--- src/sv/tspc_pkg.sv ---
// Types, format classes and format decode shared by the pitch calculator.
package tspc_pkg;

	// Input beat: surface dimensions and format code
	typedef struct packed {
		logic [14:0] surf_width;
		logic [14:0] surf_height;
		logic [7:0]  pixel_format;
	} tspc_in_t;

	// Result beat: pitch, rows and total size
	typedef struct packed {
		logic [18:0] row_pitch;
		logic [15:0] row_count;
		logic [32:0] total_bytes;
	} tspc_out_t;

	// Format class, selects how rows and total are formed
	typedef enum logic [2:0] {
		CLS_LINEAR,
		CLS_BLOCK,
		CLS_PAIR,
		CLS_QUAD411,
		CLS_PLANE420
	} fmt_cls_t;

	// Bytes per unit of the row base; SC_BIT rounds bits up to bytes
	typedef enum logic [2:0] {
		SC_ZERO,
		SC_BIT,
		SC_X1,
		SC_X2,
		SC_X4,
		SC_X8,
		SC_X12,
		SC_X16
	} fmt_scale_t;

	typedef struct packed {
		fmt_cls_t   cls;
		fmt_scale_t scale;
	} fmt_info_t;

	// Work item handed from the front to the back
	typedef struct packed {
		fmt_cls_t    cls;
		logic [18:0] pitch;
		logic [15:0] rows;
		logic [14:0] mul_rows;
	} tspc_cmd_t;

	// Decode a format code into its class and byte scale
	function automatic fmt_info_t fmt_decode(input logic [7:0] f);
		fmt_info_t r;
		r.cls   = CLS_LINEAR;
		r.scale = SC_ZERO;
		case (f) inside
			[8'd70:8'd72], [8'd79:8'd81]: begin
				r.cls = CLS_BLOCK; r.scale = SC_X8;
			end
			[8'd73:8'd78], [8'd82:8'd84], [8'd94:8'd99]: begin
				r.cls = CLS_BLOCK; r.scale = SC_X16;
			end
			8'd68, 8'd69, 8'd107: begin
				r.cls = CLS_PAIR; r.scale = SC_X4;
			end
			8'd108, 8'd109: begin
				r.cls = CLS_PAIR; r.scale = SC_X8;
			end
			8'd110: begin
				r.cls = CLS_QUAD411; r.scale = SC_X4;
			end
			8'd103, 8'd106: begin
				r.cls = CLS_PLANE420; r.scale = SC_X2;
			end
			8'd104, 8'd105: begin
				r.cls = CLS_PLANE420; r.scale = SC_X4;
			end
			[8'd1:8'd4]:                   r.scale = SC_X16;
			[8'd5:8'd8]:                   r.scale = SC_X12;
			[8'd9:8'd22], 8'd102:          r.scale = SC_X8;
			[8'd23:8'd47], 8'd67:          r.scale = SC_X4;
			[8'd87:8'd93], [8'd100:8'd101]: r.scale = SC_X4;
			[8'd48:8'd59], [8'd85:8'd86]:  r.scale = SC_X2;
			[8'd114:8'd115]:               r.scale = SC_X2;
			[8'd60:8'd65], [8'd111:8'd113]: r.scale = SC_X1;
			8'd66:                         r.scale = SC_BIT;
			default:                       r.scale = SC_ZERO;
		endcase
		return r;
	endfunction

endpackage

--- src/sv/tspc_front.sv ---
// Front end: accepts input beats, decodes the format and forms pitch and rows.
module tspc_front import tspc_pkg::*; #(
	parameter int unsigned MAX_DIM = 16384
) (
	input  logic      push,
	output logic      full,
	input  tspc_in_t  item,
	output logic      q_wr,
	input  logic      q_full,
	output tspc_cmd_t q_cmd
);

	localparam logic [16:0] DimMax = 17'(MAX_DIM);

	logic [16:0] w_ext, h_ext;
	logic [14:0] w, h;
	logic [15:0] w_p1, w_p3, w_p7, h_p1, h_p3;
	logic [14:0] base;
	logic [18:0] b19;
	logic [18:0] pitch;
	fmt_info_t   info;

	// Accept whenever the queue has room
	assign full = q_full;
	assign q_wr = push && !q_full;

	// Saturate dimensions to MAX_DIM; only the low 15 bits are kept
	assign w_ext = (17'(item.surf_width) > DimMax) ? DimMax : 17'(item.surf_width);
	assign h_ext = (17'(item.surf_height) > DimMax) ? DimMax : 17'(item.surf_height);
	assign w = w_ext[14:0];
	assign h = h_ext[14:0];

	assign info = fmt_decode(item.pixel_format);

	assign w_p1 = 16'(w) + 16'd1;
	assign w_p3 = 16'(w) + 16'd3;
	assign w_p7 = 16'(w) + 16'd7;
	assign h_p1 = 16'(h) + 16'd1;
	assign h_p3 = 16'(h) + 16'd3;

	// Select the row base for the class
	always_comb begin
		case (info.cls)
			CLS_BLOCK, CLS_QUAD411: base = 15'(w_p3[15:2]);
			CLS_PAIR, CLS_PLANE420: base = w_p1[15:1];
			default: begin
				if (info.scale == SC_BIT) begin
					base = 15'(w_p7[15:3]);
				end else begin
					base = w;
				end
			end
		endcase
	end

	assign b19 = 19'(base);

	// Scale the base to bytes
	always_comb begin
		case (info.scale)
			SC_BIT, SC_X1: pitch = b19;
			SC_X2:         pitch = b19 << 1;
			SC_X4:         pitch = b19 << 2;
			SC_X8:         pitch = b19 << 3;
			SC_X12:        pitch = (b19 << 3) + (b19 << 2);
			SC_X16:        pitch = b19 << 4;
			default:       pitch = '0;
		endcase
	end

	// Form row count and multiplier operand
	always_comb begin
		q_cmd.cls      = info.cls;
		q_cmd.pitch    = pitch;
		q_cmd.mul_rows = h;
		case (info.cls)
			CLS_BLOCK: begin
				q_cmd.rows     = 16'(h_p3[15:2]);
				q_cmd.mul_rows = 15'(h_p3[15:2]);
			end
			CLS_QUAD411:  q_cmd.rows = {h, 1'b0};
			CLS_PLANE420: q_cmd.rows = 16'(h) + 16'(h_p1[15:1]);
			CLS_PAIR:     q_cmd.rows = 16'(h);
			default: begin
				if (info.scale == SC_ZERO) begin
					q_cmd.rows = '0;
				end else begin
					q_cmd.rows = 16'(h);
				end
			end
		endcase
	end

endmodule

--- src/sv/tspc_queue.sv ---
// Small FIFO between the front and back ends.
module tspc_queue import tspc_pkg::*; #(
	parameter int unsigned DEPTH = 2
) (
	input  logic      clk,
	input  logic      arst_n,
	input  logic      wr,
	input  tspc_cmd_t wr_cmd,
	output logic      q_full,
	input  logic      rd,
	output tspc_cmd_t rd_cmd,
	output logic      q_valid
);

	localparam int unsigned AW = (DEPTH > 1) ? $clog2(DEPTH) : 1;
	localparam int unsigned CW = $clog2(DEPTH + 1);
	localparam logic [AW-1:0] LastAddr = AW'(DEPTH - 1);
	localparam logic [CW-1:0] DepthCnt = CW'(DEPTH);

	tspc_cmd_t     mem_q [DEPTH];
	logic [AW-1:0] wr_ptr_q, rd_ptr_q;
	logic [CW-1:0] cnt_q;

	assign q_full  = (cnt_q == DepthCnt);
	assign q_valid = (cnt_q != '0);
	assign rd_cmd  = mem_q[rd_ptr_q];

	// Store incoming beats
	always_ff @(posedge clk) begin
		if (wr) begin
			mem_q[wr_ptr_q] <= wr_cmd;
		end
	end

	// Advance pointers and occupancy
	always_ff @(posedge clk or negedge arst_n) begin
		if (!arst_n) begin
			wr_ptr_q <= '0;
			rd_ptr_q <= '0;
			cnt_q    <= '0;
		end else begin
			if (wr) begin
				wr_ptr_q <= (wr_ptr_q == LastAddr) ? '0 : wr_ptr_q + AW'(1);
			end
			if (rd) begin
				rd_ptr_q <= (rd_ptr_q == LastAddr) ? '0 : rd_ptr_q + AW'(1);
			end
			case ({wr, rd})
				2'b10:   cnt_q <= cnt_q + CW'(1);
				2'b01:   cnt_q <= cnt_q - CW'(1);
				default: cnt_q <= cnt_q;
			endcase
		end
	end

endmodule

--- src/sv/tspc_back.sv ---
// Back end: multiplies pitch by rows and finishes the total per class.
module tspc_back import tspc_pkg::*; (
	input  logic      clk,
	input  logic      arst_n,
	input  logic      q_valid,
	input  tspc_cmd_t q_cmd,
	output logic      rd,
	output logic      empty,
	input  logic      pop,
	output tspc_out_t result
);

	logic        v_s1, v_s2;
	logic        adv_s1, adv_s2;
	fmt_cls_t    cls_s1;
	logic [18:0] pitch_s1;
	logic [15:0] rows_s1;
	logic [33:0] prod_s1;
	logic [34:0] prod_ext;
	logic [34:0] total;
	tspc_out_t   res_s2;

	// Each stage advances when the next one has room
	assign adv_s2 = !v_s2 || pop;
	assign adv_s1 = !v_s1 || adv_s2;
	assign rd     = q_valid && adv_s1;

	// Stage valids
	always_ff @(posedge clk or negedge arst_n) begin
		if (!arst_n) begin
			v_s1 <= 1'b0;
			v_s2 <= 1'b0;
		end else begin
			if (adv_s1) begin
				v_s1 <= q_valid;
			end
			if (adv_s2) begin
				v_s2 <= v_s1;
			end
		end
	end

	// Multiply stage
	always_ff @(posedge clk) begin
		if (adv_s1 && q_valid) begin
			cls_s1   <= q_cmd.cls;
			pitch_s1 <= q_cmd.pitch;
			rows_s1  <= q_cmd.rows;
			prod_s1  <= 34'(q_cmd.pitch) * 34'(q_cmd.mul_rows);
		end
	end

	// Finish total: double for 4:1:1, add half chroma for 4:2:0
	assign prod_ext = 35'(prod_s1);
	always_comb begin
		case (cls_s1)
			CLS_QUAD411:  total = prod_ext << 1;
			CLS_PLANE420: total = prod_ext + ((prod_ext + 35'd1) >> 1);
			default:      total = prod_ext;
		endcase
	end

	// Output stage
	always_ff @(posedge clk) begin
		if (adv_s2 && v_s1) begin
			res_s2.row_pitch   <= pitch_s1;
			res_s2.row_count   <= rows_s1;
			res_s2.total_bytes <= total[32:0];
		end
	end

	assign empty  = !v_s2;
	assign result = res_s2;

endmodule

--- src/sv/texture_surface_pitch_calc.sv ---
// Top level of the texture surface pitch and size calculator.
//
//  port group           | dir | handshake         | beat
//  ---------------------+-----+-------------------+------------------------------------
//  push/full/item       | in  | push && !full     | surf_width, surf_height, pixel_format
//  empty/pop/result     | out | pop && !empty     | row_pitch, row_count, total_bytes
//
// One beat per cycle is accepted and one result per cycle delivered while pop
// is held. A beat passes through the front queue, then the multiply stage and
// the output stage of the back. Reset clears the queue and stage valids; no
// clearing pass is needed. When pop stays low the back stalls, and full rises
// once the two back stages and all QUEUE_DEPTH queue entries hold beats.
module texture_surface_pitch_calc import tspc_pkg::*; #(
	parameter int unsigned MAX_DIM     = 16384,
	parameter int unsigned QUEUE_DEPTH = 2
) (
	input  logic      clk,
	input  logic      arst_n,
	input  logic      push,
	output logic      full,
	input  tspc_in_t  item,
	output logic      empty,
	input  logic      pop,
	output tspc_out_t result
);

	logic      q_wr, q_full, q_rd, q_valid;
	tspc_cmd_t wr_cmd, rd_cmd;

	tspc_front #(.MAX_DIM(MAX_DIM)) u_front (
		.push   (push),
		.full   (full),
		.item   (item),
		.q_wr   (q_wr),
		.q_full (q_full),
		.q_cmd  (wr_cmd)
	);

	tspc_queue #(.DEPTH(QUEUE_DEPTH)) u_queue (
		.clk     (clk),
		.arst_n  (arst_n),
		.wr      (q_wr),
		.wr_cmd  (wr_cmd),
		.q_full  (q_full),
		.rd      (q_rd),
		.rd_cmd  (rd_cmd),
		.q_valid (q_valid)
	);

	tspc_back u_back (
		.clk     (clk),
		.arst_n  (arst_n),
		.q_valid (q_valid),
		.q_cmd   (rd_cmd),
		.rd      (q_rd),
		.empty   (empty),
		.pop     (pop),
		.result  (result)
	);

endmodule
--- config.mk ---
export PLATFORM = sky130hd
export DESIGN_NAME = texture_surface_pitch_calc
export DESIGN_NICKNAME = d
export VERILOG_FILES = /design/src/sv/tspc_pkg.sv /design/src/sv/tspc_front.sv /design/src/sv/tspc_queue.sv /design/src/sv/tspc_back.sv /design/src/sv/texture_surface_pitch_calc.sv
export SDC_FILE = /design/constraint.sdc
export NUM_CORES = 1
export LEC_CHECK = 0
export BUFFER_PORTS_ARGS = -buffer_cell sky130_fd_sc_hd__buf_2
export CAP_MARGIN = 10
export CORE_MARGIN = 4
export CORE_UTILIZATION = 45
export CTS_CLUSTER_SIZE = 12
export DETAILED_ROUTE_END_ITERATION = 16
export GPL_ROUTABILITY_DRIVEN = 0
export PLACE_DENSITY_LB_ADDON = 0.15
export SKIP_LAST_GASP = 1
export SYNTH_ARGS = -nofsm -noshare
export SYNTH_HDL_FRONTEND = slang
export SYNTH_SLANG_ARGS = --single-unit
--- constraint.sdc ---
create_clock -name clk -period 9.11 [get_ports clk]
set_input_delay 0.4555 -clock clk [delete_from_list [all_inputs] [get_ports clk]]
set_output_delay 0.4555 -clock clk [all_outputs]
set_load 0.005 [all_outputs]
* After elaboration in Yosys (flattened, before gate mapping)
Memory sizes are Yosys's and may differ from the RTL's.
Index checks and enable logic that the tools add are counted.
Widths: inputs -> output; s select.
** Storage, ports and cells
- Bits in registers :: 146
- Bits in writable memories :: 106
- Logic and storage cells :: 168
- Memories :: 1
** Cells by class
- Add/sub/neg operators :: 13
- $mul :: 1
- $lt $le $gt $ge :: 34
- Equality and inequality tests :: 29
- Muxes and demuxes :: 37
- Reductions and logical operators :: 41
** Memories
- u_queue.mem_q :: words 2, bits a word 53, read ports 1, clocked after memory_dff 0, write ports 1, line tspc_queue.sv:20 : tspc_cmd_t mem_q [DEPTH];
** Operators with widths (number)
- $pmux 19 s6 :: 1
- $eq 8x7->1 const B :: 13
- $le 8x7->1 const B :: 11
- $ge 8x7->1 const B :: 10
- $mux 15 :: 5
- $mux 3 :: 22
- $pmux 33 s2 :: 1
- $pmux 16 s4 :: 1
- $add 34x1->34 const B :: 1
- $mul 19x15->34 :: 1
- $add 33x33->33 :: 1
- $add 15x1->16 const B :: 2
- $add 15x2->16 const B :: 2
- $gt 15x15->1 const B :: 2
- $pmux 15 s2 :: 1
- $reduce_or 2->1 :: 12
- $add 18x17->19 :: 1
- $logic_and 1x1->1 :: 19
- $eq 3x3->1 const B :: 6
- $add 15x15->16 :: 1
- $add 15x3->16 const B :: 1
- $ge 8x6->1 const B :: 2
- $le 8x6->1 const B :: 2
- $eq 3x2->1 const B :: 5
- other kinds (20) :: 32

* Longest topological paths before layout
Gate-level depths: netlist of run 1.
- Depth in word-level cells :: 23
- Depth in mapped cells :: 28
- Mapped depth without buffers :: 25

* Cells and area by module
From an unflattened synthesis of run 1, not the netlist that was laid out.
** Unflattened totals
- Cells, all modules :: 2580
- Area total of the unflattened synthesis :: 25597.0 um2
** By module, submodules not included
- tspc_back :: instances 1, cells an instance 1599, area each 16190.5 um2
- tspc_front :: instances 1, cells an instance 800, area each 5144.9 um2
- tspc_queue :: instances 1, cells an instance 181, area each 4261.6 um2

* Worst setup path before layout of run 1
No wires, ideal clock.
- Path type :: reg-to-reg
- Start point :: register u_queue.rd_ptr_q
- End point :: register u_back.prod_s1[33], data pin
- Setup time :: 0.260 ns
- Arrival time :: 7.210 ns
- Data required time :: 8.850 ns
- Setup slack :: 1.640 ns
- Stages on the path, launching flop included :: 27
- Buffers on the path :: 4
- Cell sequence :: dfrtp_1 > clkbuf_1 > clkbuf_1 > buf_1 > mux2_2 > buf_1 > nand2_1 > fa_1 > inv_1 > fa_1 > fa_1 > inv_1 > fa_1 > fa_1 > inv_1 > fa_1 > ha_1 > a21oi_1 > a21oi_1 > a211o_1 > a41oi_1 > a21oi_1 > a41o_1 > nand4_1 > nand4b_1 > a21oi_1 > xnor2_1
** On the way
- Word-level cells in the longest chain between the ends :: 2
** Ends and longest elaborated chain
- start: declaration :: line tspc_queue.sv:21 : logic [AW-1:0] wr_ptr_q, rd_ptr_q;
- start signal: assignment :: line tspc_queue.sv:46 : rd_ptr_q <= (rd_ptr_q == LastAddr) ? '0 : rd_ptr_q + AW'(1);
- $mem_v2 2x53
- $mul 19x15->34 :: line tspc_back.sv:49 : prod_s1 <= 34'(q_cmd.pitch) * 34'(q_cmd.mul_rows);
- end signal: assignment :: line tspc_back.sv:49
- end: declaration :: line tspc_back.sv:18 : logic [33:0] prod_s1;
No other way between the ends.
A chain may end at the register's enable or synchronous reset.

* Final worst setup path of run 1
Same ends and word-level chain as after synthesis.

==> results of run 1 <==
## final cells by class
type                       instances  area (um2)  area share [%]
multi-input combinational       1835       15400            57.8
inverter                         256         966            3.64
sequential                       252        7540            28.4
tap                              688         861            3.24
timing repair buffer             146         821            3.09
clock inverter                    17         201           0.759
clock buffer                      39         805            3.03
## worst min-delay path: stages
cell and delay (ns):
sky130_fd_sc_hd__buf_2 0.09, sky130_fd_sc_hd__nand2b_1 0.11, sky130_fd_sc_hd__nand2_1 0.06
## logic make-up (layout without fill, tap and decap cells)
kind of cell / count (synthesis) / after routing / share of synthesized area (%)
AO/OA/AOI/OAI: 457 / 457 / 13.1
XOR/XNOR: 159 / 159 / 5.75
adder cells (fa/ha/maj): 385 / 385 / 26.8
buffers and inverters: 353 / 458 / 5.60
flip-flops: 252 / 252 / 31.1
multiplexers: 68 / 68 / 2.97
other: 1 / 1 / 0.0155
AND/OR/NAND/NOR: 765 / 765 / 14.7
## registers in the layout, summed over array words and instances (netlist names), 2 cells and up
register and flops:
u_back.prod_s1 34, u_back.pitch_s1 19, u_back.result 68, u_back.rows_s1 16, u_queue.mem_q 106, u_back.cls_s1 3, u_queue.cnt_q 2
## cells in the mapped netlist, types with 5 or more instances
| master | n |
|---|---|
| sky130_fd_sc_hd__a211o_1 | 7 |
| sky130_fd_sc_hd__a211oi_1 | 19 |
| sky130_fd_sc_hd__a21o_1 | 38 |
| sky130_fd_sc_hd__a21oi_1 | 96 |
| sky130_fd_sc_hd__a221o_1 | 13 |
| sky130_fd_sc_hd__a221oi_1 | 6 |
| sky130_fd_sc_hd__a22o_1 | 5 |
| sky130_fd_sc_hd__a22oi_1 | 35 |
| sky130_fd_sc_hd__a31o_2 | 7 |
| sky130_fd_sc_hd__a31oi_1 | 10 |
| sky130_fd_sc_hd__a32oi_1 | 6 |
| sky130_fd_sc_hd__and2_1 | 18 |
| sky130_fd_sc_hd__and3_1 | 20 |
| sky130_fd_sc_hd__and4_1 | 5 |
| sky130_fd_sc_hd__buf_1 | 10 |
| sky130_fd_sc_hd__buf_2 | 8 |
| sky130_fd_sc_hd__clkbuf_1 | 77 |
| sky130_fd_sc_hd__clkinv_1 | 10 |
| sky130_fd_sc_hd__dfrtp_1 | 6 |
| sky130_fd_sc_hd__edfxtp_1 | 246 |
| sky130_fd_sc_hd__fa_1 | 222 |
| sky130_fd_sc_hd__ha_1 | 163 |
| sky130_fd_sc_hd__inv_1 | 241 |
| sky130_fd_sc_hd__mux2_2 | 31 |
| sky130_fd_sc_hd__mux2i_1 | 37 |
| sky130_fd_sc_hd__nand2_1 | 285 |
| sky130_fd_sc_hd__nand2b_1 | 29 |
| sky130_fd_sc_hd__nand3_1 | 49 |
| sky130_fd_sc_hd__nand4_1 | 21 |
| sky130_fd_sc_hd__nor2_1 | 195 |
| sky130_fd_sc_hd__nor2b_1 | 31 |
| sky130_fd_sc_hd__nor3_1 | 46 |
| sky130_fd_sc_hd__nor4_1 | 15 |
| sky130_fd_sc_hd__o211ai_1 | 8 |
| sky130_fd_sc_hd__o21a_1 | 9 |
| sky130_fd_sc_hd__o21ai_0 | 86 |
| sky130_fd_sc_hd__o21ai_1 | 5 |
| sky130_fd_sc_hd__o21bai_1 | 12 |
| sky130_fd_sc_hd__o221ai_1 | 9 |
| sky130_fd_sc_hd__o22ai_1 | 19 |
| sky130_fd_sc_hd__o32ai_1 | 5 |
| sky130_fd_sc_hd__or2_2 | 12 |
| sky130_fd_sc_hd__or3_1 | 15 |
| sky130_fd_sc_hd__xnor2_1 | 113 |
| sky130_fd_sc_hd__xor2_1 | 46 |
## worst paths after layout
| check | startpoint | end | depth (start not counted) |
|---|---|---|---|
| setup / recovery | u_queue.rd_ptr_q$_DFFE_PN0P_ | u_back.prod_s1[33]$_DFFE_PP_ | 23 |
| hold / removal | pop | u_back.v_s2$_DFFE_PN0P_ | 3 |
| setup reg to reg | u_queue.rd_ptr_q$_DFFE_PN0P_ | u_back.prod_s1[33]$_DFFE_PP_ | 23 |
| hold reg to reg | u_back.rows_s1[14]$_DFFE_PP_ | u_back.result[47]$_DFFE_PP_ | 0 |
| max in group asynchronous | arst_n | u_queue.rd_ptr_q$_DFFE_PN0P_ | 2 |
| min in group asynchronous | arst_n | u_queue.rd_ptr_q$_DFFE_PN0P_ | 2 |
## stage by stage
stage	hold slack (ns)	std cells	area (um2)	worst slack (ns)
after floorplan	0.160	2440	24200	1.64
after global placement	0.319	3176	25500	1.28
after detailed placement	0.326	3176	25500	1.11
after CTS	0.141	3233	26500	1.10
after global routing	0.167	3233	26500	0.494
final	0.172	3233	26500	1.06
## routing by layer
| layer | GRT usage [%] | up-vias |
|---|---|---|
| li1 | - | 8680 |
| met1 | 28.9 | 9041 |
| met2 | 35.1 | 656 |
| met3 | 2.45 | 107 |
| met4 | 5.35 | 0 |
| met5 | 0 | - |
==> results summary, run 1 <==
The run finished with clean final reports. The number of cells upsized or downsized after cts came out at 0. The maximum level of the CTS H-tree is 1. Data on the critical path is required at its endpoint by 9.44 ns. The most common flop cell mapped by yosys is sky130_fd_sc_hd__edfxtp_1. The fraction of final layout cells with drive strength greater than 1 came out at 10.5%. The critical setup path kind is flop to flop. Of the available clock period, the critical path in the final layout requires 88.4%. Yosys attributes the largest share of cell area to sky130_fd_sc_hd__edfxtp_1, sky130_fd_sc_hd__fa_1, sky130_fd_sc_hd__ha_1. Once layout is complete, the utilization of the core stands at 50.2%. The first detailed-routing pass ran for 5 iterations. The detailed-route vias per instance came out at 5.72.

Setup repair after global routing left no endpoint under its margin. STA classifies the critical path startpoint as a flop. Between clock sinks in the finished design, the worst skew comes to 0.00911 ns. The synthesis-stage register bit count came out at 252. The share of the synthesized area in the top cell type is 30.5%. At the later pin of the worst-skew pair, clock insertion delay measures 0.58 ns. Of all nets on the critical path, the largest fanout is 27. The cell count after synthesis came out at 2440. After clock tree synthesis, the clock-pin slew on the worst setup and hold paths is 0.06 ns. The count of nets left with antenna violations once routing finished came out at 0.

The initial utilization of the core area, before any placement, comes to 45.8%. In this run the clock root is driven by a sky130_fd_sc_hd__clkbuf_16. The standard cell with the maximum stage delay on the critical path is sky130_fd_sc_hd__dfrtp_2. The number of nets at the end of the flow is 2948. The data arrival time of the critical path is 8.38 ns. The met2 layer wire length in the routed design is 28500 um. The area growth from synthesis to layout is 9.63%. Traced cell by cell, the critical path runs through buf_4 -> mux2_2 -> nand2_1 -> fa_1 -> inv_1 -> fa_1 -> inv_1 -> fa_1 -> inv_1 -> fa_1 -> fa_1 -> fa_1 -> ha_1 -> a21oi_1 -> a21boi_0 -> a211o_1 -> a41oi_1 -> a21oi_1 -> a41o_1 -> nand4_1 -> nand4b_1 -> a21oi_1 -> xnor2_1.

In this run, synthesis inferred 246 flip-flops with an integrated enable. The estimated wirelength of the detail-placed design is 46300 um. The min-delay analysis places its worst path in the category input pin to flop.

The initialized floorplan defines 84 standard-cell rows. The DRC violation count after routing is 0. The initial DRC count is 1445. The capturing element type of the critical path is a flop. The first global-routing pass estimated 98800 um of wire. TritonCTS built the clock tree. The chip width came out at 240 um.

The async set-reset flop share out of synthesis is 2.38%. Among cell families on the critical path, the largest total delay comes from adder cells. In the global route stage, overall resource usage came out at 20.9%. The clock sink count came out at 252. The initial antenna violation count is 0. The cell area after technology mapping is 24200 um2. The overall via count from detail_route came out at 18484.

The number of buffers created by CTS came out at 30. Yosys mapped the design onto 92 distinct sky130hd cell types. The relative slew slack came out at 26.5%. Entering global routing, the biggest net connects 75 pins.

The average routed wire per standard cell is 18.7 um. sky130_fd_sc_hd__edfxtp_1 takes more of the synthesized area than any other cell. The full die area came out at 57600 um2. The maximum root-to-sink buffer count is 3. The clock period could shrink to 8.05 ns. 0 antenna diodes ended up in the layout.

The number of global-route vias before repair came to 18689. The total congestion overflow after global routing came out at 0. The delay of the slowest critical-path stage is 0.82 ns.

The number of pins with negative max-slew slack in the final report is 0. The met3 wirelength from detailed routing came out at 3520 um. The fill cell total of the finished layout came out at 4805.

The highest metal layer used by the detailed router is met4. The die span in y is 240 um. The buffers plus inverters on the worst setup path came out at 4. The total I/O pin count came out at 112.

In the layout the commonest cells are sky130_fd_sc_hd__nand2_1, sky130_fd_sc_hd__edfxtp_1, sky130_fd_sc_hd__inv_1. Max-cap violations in this run came to 0. The sequential share of the synthesized area is 31.1%.

The worst-margin pin slew came out at 1.07 ns. The most numerous cell type found on the critical path is sky130_fd_sc_hd__fa_1. The total negative slack came out at 0 ns. The number of post-CTS setup repair buffers came out at 0. Static timing analysis puts the maximum clock frequency at 124 MHz. After detailed routing, the total wire length is 60300 um.

The mean post-synth cell area is 9.92 um2. The number of buffers added to fix hold violations after cts came out at 1. The setup check on the worst reg-to-reg path leaves a slack of 1.06 ns. The total of warnings raised by yosys is 0. For this block, wires on met1 add up to 26800 um. The synthesized net count is 2867. The count of buffers from port buffering came out at 111. The core region is 52900 um2. The final hold violation count came to 0. The total of endpoints with negative setup slack in the final report came out at 0. Leaving out fill and tap cells, the most frequent cell in the layout is sky130_fd_sc_hd__nand2_1.
Power of run 1 is left out: the tool's default activity adds up to more than one toggle a clock period on the data nets, which glitch-free logic cannot reach.
==> run 2, diff against run 1 <==
- CORE_MARGIN: 4 -> 10
- clock period: 9.11 -> 9.9 ns (I/O delays scaled with it)
==> results summary, run 2 (same netlist as run 1, synthesis figures left out) <==
The run finished with clean final reports. Setup violations remaining at the end of the flow were counted as 0. The post-route fraction of the period consumed by the critical path came out at 82.3%. Once detail routing completed, the nets flagged for antenna violations numbered 0. The chip width came out at 252 um. The clock-pin slew reported for the worst setup and hold paths after clock tree synthesis came out at 0.06 ns. The most flop-heavy register is u_queue.mem_q. The final hold violation count came out at 0.

The delay of the slowest critical-path stage came out at 0.80 ns. The critical path starts at u_queue.rd_ptr_q$_DFFE_PN0P_. The post-route minimum period is 8.15 ns. The clock tree from TritonCTS is yes. The clock sink count came out at 252. The wire length of the first global-routing pass is 96800 um.

Leaving out fill and tap cells, the most frequent cell in the layout is sky130_fd_sc_hd__nand2_1. The required time of the critical path came out at 10.21 ns. The initial DRC count came out at 1301. The maximum level of the CTS H-tree came out at 1.

The endpoint identified for the worst register-to-register timing path is u_back.prod_s1[33]$_DFFE_PP_. The data arrival time of the critical path came out at 8.45 ns. The final hold slack came out at 0.184 ns.

For this configuration, the core starts out at a cell density of 45.7%. Across all register-to-register paths, the minimum setup slack is 1.75 ns. The clock skew after layout is 0.0383 ns.

The count of buffers from port buffering came out at 111. The multi-input combinational cell area came out at 15400 um2. The die span in y is 252 um. The top cell types in the final layout, fill and taps aside, are sky130_fd_sc_hd__nand2_1, sky130_fd_sc_hd__edfxtp_1, sky130_fd_sc_hd__inv_1.

The fill cell total of the finished layout is 4889. Counting cells, the worst reg-to-reg path comes to 23. By instance count, the cell type seen most on the critical path is sky130_fd_sc_hd__fa_1. The detailed-route vias per instance came out at 5.68.

The DRC violation count after routing came out at 0. Traced cell by cell, the critical path runs through mux2i_1 -> clkinv_1 -> nand2_1 -> fa_1 -> fa_1 -> inv_1 -> fa_1 -> inv_1 -> fa_1 -> inv_1 -> fa_1 -> fa_1 -> ha_1 -> nand4_1 -> a21oi_1 -> a211o_1 -> a41oi_1 -> a21oi_1 -> a41o_1 -> nand4_1 -> nand4b_1 -> a21oi_1 -> xnor2_1. The HPWL after detailed placement is 46500 um. The overall via count from detail_route came out at 18307. The number of buffers created by CTS is 30. In the final timing run, aggregate negative setup slack is 0 ns. The core region area came out at 53000 um2. The total congestion overflow after global routing came out at 0. The critical setup path kind is flop to flop. Setup repair after global routing left no endpoint under its margin. The average routed wire per standard cell is 18.4 um.

Along the worst path, the maximum fanout reaches 19. The capturing element type of the critical path is a flop. The number of diodes came out at 0. The most critical setup path has its endpoint at u_back.prod_s1[33]$_DFFE_PP_.

The area growth from synthesis to layout came out at 9.38%. In the final layout, the share of cells above drive strength 1 is 10.1%. STA classifies the critical path startpoint as a flop. The wire length after detailed routing came out at 59400 um. In this run the critical register-to-register path is launched from u_queue.rd_ptr_q$_DFFE_PN0P_. The pin count of the biggest net entering global routing is 61. The initial antenna violation count was 0. The number of cells upsized or downsized after cts is 0. The sequential standard cell area came out at 7540 um2. For the worst-skew pair, the clock arrives at the later sink with an insertion delay of 0.61 ns. The number of placement rows came out at 84. The total track usage came out at 18.5%. The relative slew slack came out at 23.1%. The number of maximum-capacitance constraint violations is 0. The number of pins with negative max-slew slack in the final report is 0.

The full die area came out at 63500 um2. The number of flip-flops in the largest register came out at 106. The class of the most critical hold timing path is input pin to flop. The root buffer cell chosen for the clock tree is sky130_fd_sc_hd__clkbuf_16. Counting along the longest clock path gives a buffer depth of 3. The number of detailed-route iterations in the first pass came out at 6. The final core area utilization is 50.0%.

The total I/O pin count came out at 112. The number of global-route vias before repair is 18347. Based on the critical path, the design can be clocked at up to 123 MHz. The standard cell with the maximum stage delay on the critical path is sky130_fd_sc_hd__mux2i_1. The worst-margin pin slew came out at 1.12 ns. For this run, the post-layout net count is 2936.
[run 2: cell type report]
type	instances	share of cell area [%]
Clock buffer	38	2.95
Clock inverter	18	0.964
Inverter	256	3.65
Multi-Input combinational cell	1835	58.0
Sequential cell	252	28.5
Tap cell	688	3.25
Timing Repair Buffer	134	2.76
[run 2: worst min-delay path by stage]
stage / end / startpoint / cells after the start / slack [ns]
3_5_place_dp: u_queue.cnt_q[1]$_DFFE_PN0P_ / arst_n / 1 / 0.36
4_1_cts: u_back.v_s2$_DFFE_PN0P_ / pop / 3 / 0.14
2_1_floorplan: u_back.v_s1$_DFFE_PN0N_ / arst_n / 0 / 0.20
6_report: u_back.v_s2$_DFFE_PN0P_ / pop / 3 / 0.18
3_3_place_gp: u_queue.wr_ptr_q$_DFFE_PN0P_ / arst_n / 1 / 0.36
5_1_grt: u_back.v_s2$_DFFE_PN0P_ / pop / 3 / 0.15
[run 2: per-layer routing]
layer,vias to the layer above,GRT usage (%),part of all wire [%]
met4,0,4.15,1.8
met3,77,2.58,5.5
met1,8986,24.4,44
li1,8662,-,-
met2,582,32.0,48
met5,-,0,0
[run 2: timing repair]
action | 4_1_cts | 5_1_grt
setup buffers | 0 | 0
hold buffers | 1 | 0
hold endpoints to repair | 6 | 0
[run 2: critical path, delay by kind of cell (launching register included)]
kind	cells	cell delay [ns]
fa+ha+maj	7	3.43
compound gates	6	1.44
buf+inv	4	0.83
mux	1	0.80
flops	1	0.72
simple gates	4	0.54
xor+xnor	1	0.08
[run 2: stage by stage]
stage,worst slack [ns],instance area [um2],std cells
floorplan,2.43,24200,2440
global placement,1.89,25400,3164
detailed placement,1.79,25400,3164
CTS,1.73,26500,3221
global route,1.30,26500,3221
finish,1.75,26500,3221
Power of run 2 is left out for the same reason.
==> run 3, diff against run 2 <==
- clock period: 9.9 -> 6.96 ns (I/O delays scaled with it)
==> results summary, run 3 (same netlist as run 1, synthesis figures left out) <==
The flow ran to the end, and the final reports show no timing, DRC or antenna violations. The number of global-route vias before repair came to 18848. The initial antenna violation count was 0. Across the run, the number of max-cap violations was 0. STA classifies the critical path startpoint as a flop. Port buffering added 111 buffers. The post-route fraction of the period consumed by the critical path is 97.1%.

The die span in y is 252 um. The path with the worst hold slack has its endpoint at u_back.v_s2$_DFFE_PN0P_. In this run the critical register-to-register path is captured at u_back.prod_s1[33]$_DFFE_PP_.

The starting density of the core came out at 45.7%. The worst-margin pin slew is 1.24 ns. The count of nets left with antenna violations once routing finished came out at 0. The critical path is of the flop to flop type. The estimated wirelength of the detail-placed design came out at 47600 um. The die covers 63500 um2. The maximum root-to-sink buffer count came out at 3.

The number of nets at the end of the flow came out at 3013. The final hold slack came out at 0.0453 ns. The clock-pin slew reported for the worst setup and hold paths after clock tree synthesis came out at 0.06 ns. The worst reg2reg path startpoint is u_queue.rd_ptr_q$_DFFE_PN0P_.

The DRC violation count after routing is 0. Clock tree synthesis selected as its root buffer the cell sky130_fd_sc_hd__clkbuf_16. The number of diodes is 0. The area growth from synthesis to layout came out at 12.5%.

The min-delay analysis places its worst path in the category input pin to flop. The insertion delay of the later-clocked pin in the worst-skew pair came out at 0.59 ns. The data arrival time of the critical path came out at 7.10 ns. With fillers left out, the area of the finished cells amounts to 27200 um2. The wire length of the first global-routing pass is 98600 um. The number of pins with negative max-slew slack in the final report is 0. The post-route minimum period came out at 6.76 ns. The maximum fanout along the worst path is 16. Setup violations remaining at the end of the flow were counted as 0. The fraction of final layout cells with drive strength greater than 1 came out at 14.0%.

The total congestion overflow after global routing is 0. For the final database, setup skew stands at 0.0143 ns. The overall via count from detail_route is 18515. The floorplan has 84 rows. The final hold violation count is 0.

The top cell types in the final layout, fill and taps aside, are sky130_fd_sc_hd__nand2_1, sky130_fd_sc_hd__edfxtp_1, sky130_fd_sc_hd__inv_1. The relative slew slack is 16.9%. The total negative slack came out at 0 ns. The number of detailed-route iterations in the first pass came out at 5. For this run, the share of the core covered by cells in the final layout is 51.4%. The most flop-heavy register is u_queue.mem_q. The number of flip-flops in the largest register came out at 106.

In this run the number of H-tree levels came out at 1. The total track usage came out at 18.9%. Leaving out fill and tap cells, the most frequent cell in the layout is sky130_fd_sc_hd__nand2_1. The detailed-route vias per instance is 5.62. The initial DRC count came out at 1146.

Buffers inserted during clock tree synthesis total 29. The clock net in this run drives a total of 252 sinks. The depth of the worst register-to-register path is 23. The fill cell total of the finished layout is 4820. The total I/O pin count is 112. The core region area came out at 53000 um2.

STA classifies the critical path endpoint as a flop. The total placed instance area is 26000 um2. The instance count along the most critical hold path came out at 3. At the worst endpoint, the required time is 7.30 ns. The chip width is 252 um.

The worst min-delay path startpoint is pop. Wires add up to 61200 um. For this run, the top clock speed supported by timing is 148 MHz. In the final routed layout, each cell accounts on average for 18.6 um.

The clock tree from TritonCTS is yes. The pin count of the biggest net entering global routing is 69. The worst setup slack for register-to-register paths is 0.20 ns.
==> run 3: cell types whose count changed in the layout (fill, tap and decap cells not counted), moves of 3 or more <==
cell,delta
sky130_fd_sc_hd__mux2_2,-5
sky130_fd_sc_hd__inv_2,+7
sky130_fd_sc_hd__a21oi_1,-7
sky130_fd_sc_hd__inv_1,-3
sky130_fd_sc_hd__mux2i_4,+3
sky130_fd_sc_hd__mux2_4,+6
sky130_fd_sc_hd__a21oi_2,+7
sky130_fd_sc_hd__buf_12,+4
sky130_fd_sc_hd__clkinv_1,-3
sky130_fd_sc_hd__mux2i_2,+13
sky130_fd_sc_hd__mux2i_1,-16
sky130_fd_sc_hd__buf_6,+6
sky130_fd_sc_hd__buf_4,+64
==> run 3: cell type report <==
type                            count  area (um2)  share of cell area (%)
Inverter                          256         967                    3.55
Clock buffer                       35         748                    2.75
Clock inverter                     16         176                   0.647
Tap cell                          688         861                    3.16
Multi-Input combinational cell   1836       15500                    57.0
Timing Repair Buffer              211        1420                    5.23
Sequential cell                   252        7540                    27.7
==> run 3: how the worst max path moves through the flow <==
stage	slack, ns	from	end
after global placement	0.05	u_queue.rd_ptr_q$_DFFE_PN0P_	u_back.prod_s1[33]$_DFFE_PP_
after detailed placement	-0.05	u_queue.rd_ptr_q$_DFFE_PN0P_	u_back.prod_s1[33]$_DFFE_PP_
after CTS	-0.01	u_queue.rd_ptr_q$_DFFE_PN0P_	u_back.prod_s1[33]$_DFFE_PP_
after global routing	-0.02	u_queue.rd_ptr_q$_DFFE_PN0P_	u_back.prod_s1[33]$_DFFE_PP_
after floorplan	-0.02	u_queue.rd_ptr_q$_DFFE_PN0P_	u_back.prod_s1[33]$_DFFE_PP_
final	0.20	u_queue.rd_ptr_q$_DFFE_PN0P_	u_back.prod_s1[33]$_DFFE_PP_
==> run 3: metrics by stage <==
step	setup WS (ns)	cells
global placement	0.0541	3229
finish	0.199	3294
detailed placement	-0.0548	3229
global route	-0.0205	3294
CTS	-0.0133	3281
floorplan	-0.0238	2440
==> run 3: timing repair <==
action | 4_1_cts | 5_1_grt
pin swaps | 0 | 6
hold buffers | 1 | 0
endpoints found under the hold margin | 6 | 0
endpoints found under the setup margin | 3 | 9
resized for setup | 3 | 44
setup buffers | 0 | 10
gates cloned | 0 | 3
==> run 3: worst max-delay path: stages, from the launching register on <==
cell,delay [ns]
sky130_fd_sc_hd__dfrtp_2,0.51
sky130_fd_sc_hd__clkbuf_16,0.25
sky130_fd_sc_hd__mux2i_2,0.28
sky130_fd_sc_hd__buf_12,0.19
sky130_fd_sc_hd__nor2_1,0.07
sky130_fd_sc_hd__fa_1,0.57
sky130_fd_sc_hd__fa_1,0.44
sky130_fd_sc_hd__fa_1,0.52
sky130_fd_sc_hd__inv_1,0.05
sky130_fd_sc_hd__fa_1,0.46
sky130_fd_sc_hd__fa_1,0.54
sky130_fd_sc_hd__inv_1,0.05
sky130_fd_sc_hd__fa_1,0.47
sky130_fd_sc_hd__ha_1,0.23
sky130_fd_sc_hd__nor4_1,0.26
sky130_fd_sc_hd__o21ai_0,0.18
sky130_fd_sc_hd__a211o_1,0.38
sky130_fd_sc_hd__a41oi_2,0.22
sky130_fd_sc_hd__a21oi_2,0.12
sky130_fd_sc_hd__a41o_1,0.26
sky130_fd_sc_hd__nand4_1,0.10
sky130_fd_sc_hd__nand4b_1,0.10
sky130_fd_sc_hd__a21oi_1,0.18
sky130_fd_sc_hd__xnor2_1,0.08
==> run 3: per-layer routing <==
layer	track usage [%]	wire (um)	vias up	part of all wire, %
li1	-	-	8821	-
met2	32.4	29500	567	48
met1	24.1	26400	9001	43
met4	6.06	1840	0	3.0
met5	0	0	-	0
met3	2.79	3510	126	5.7
Power of run 3 is left out for the same reason.
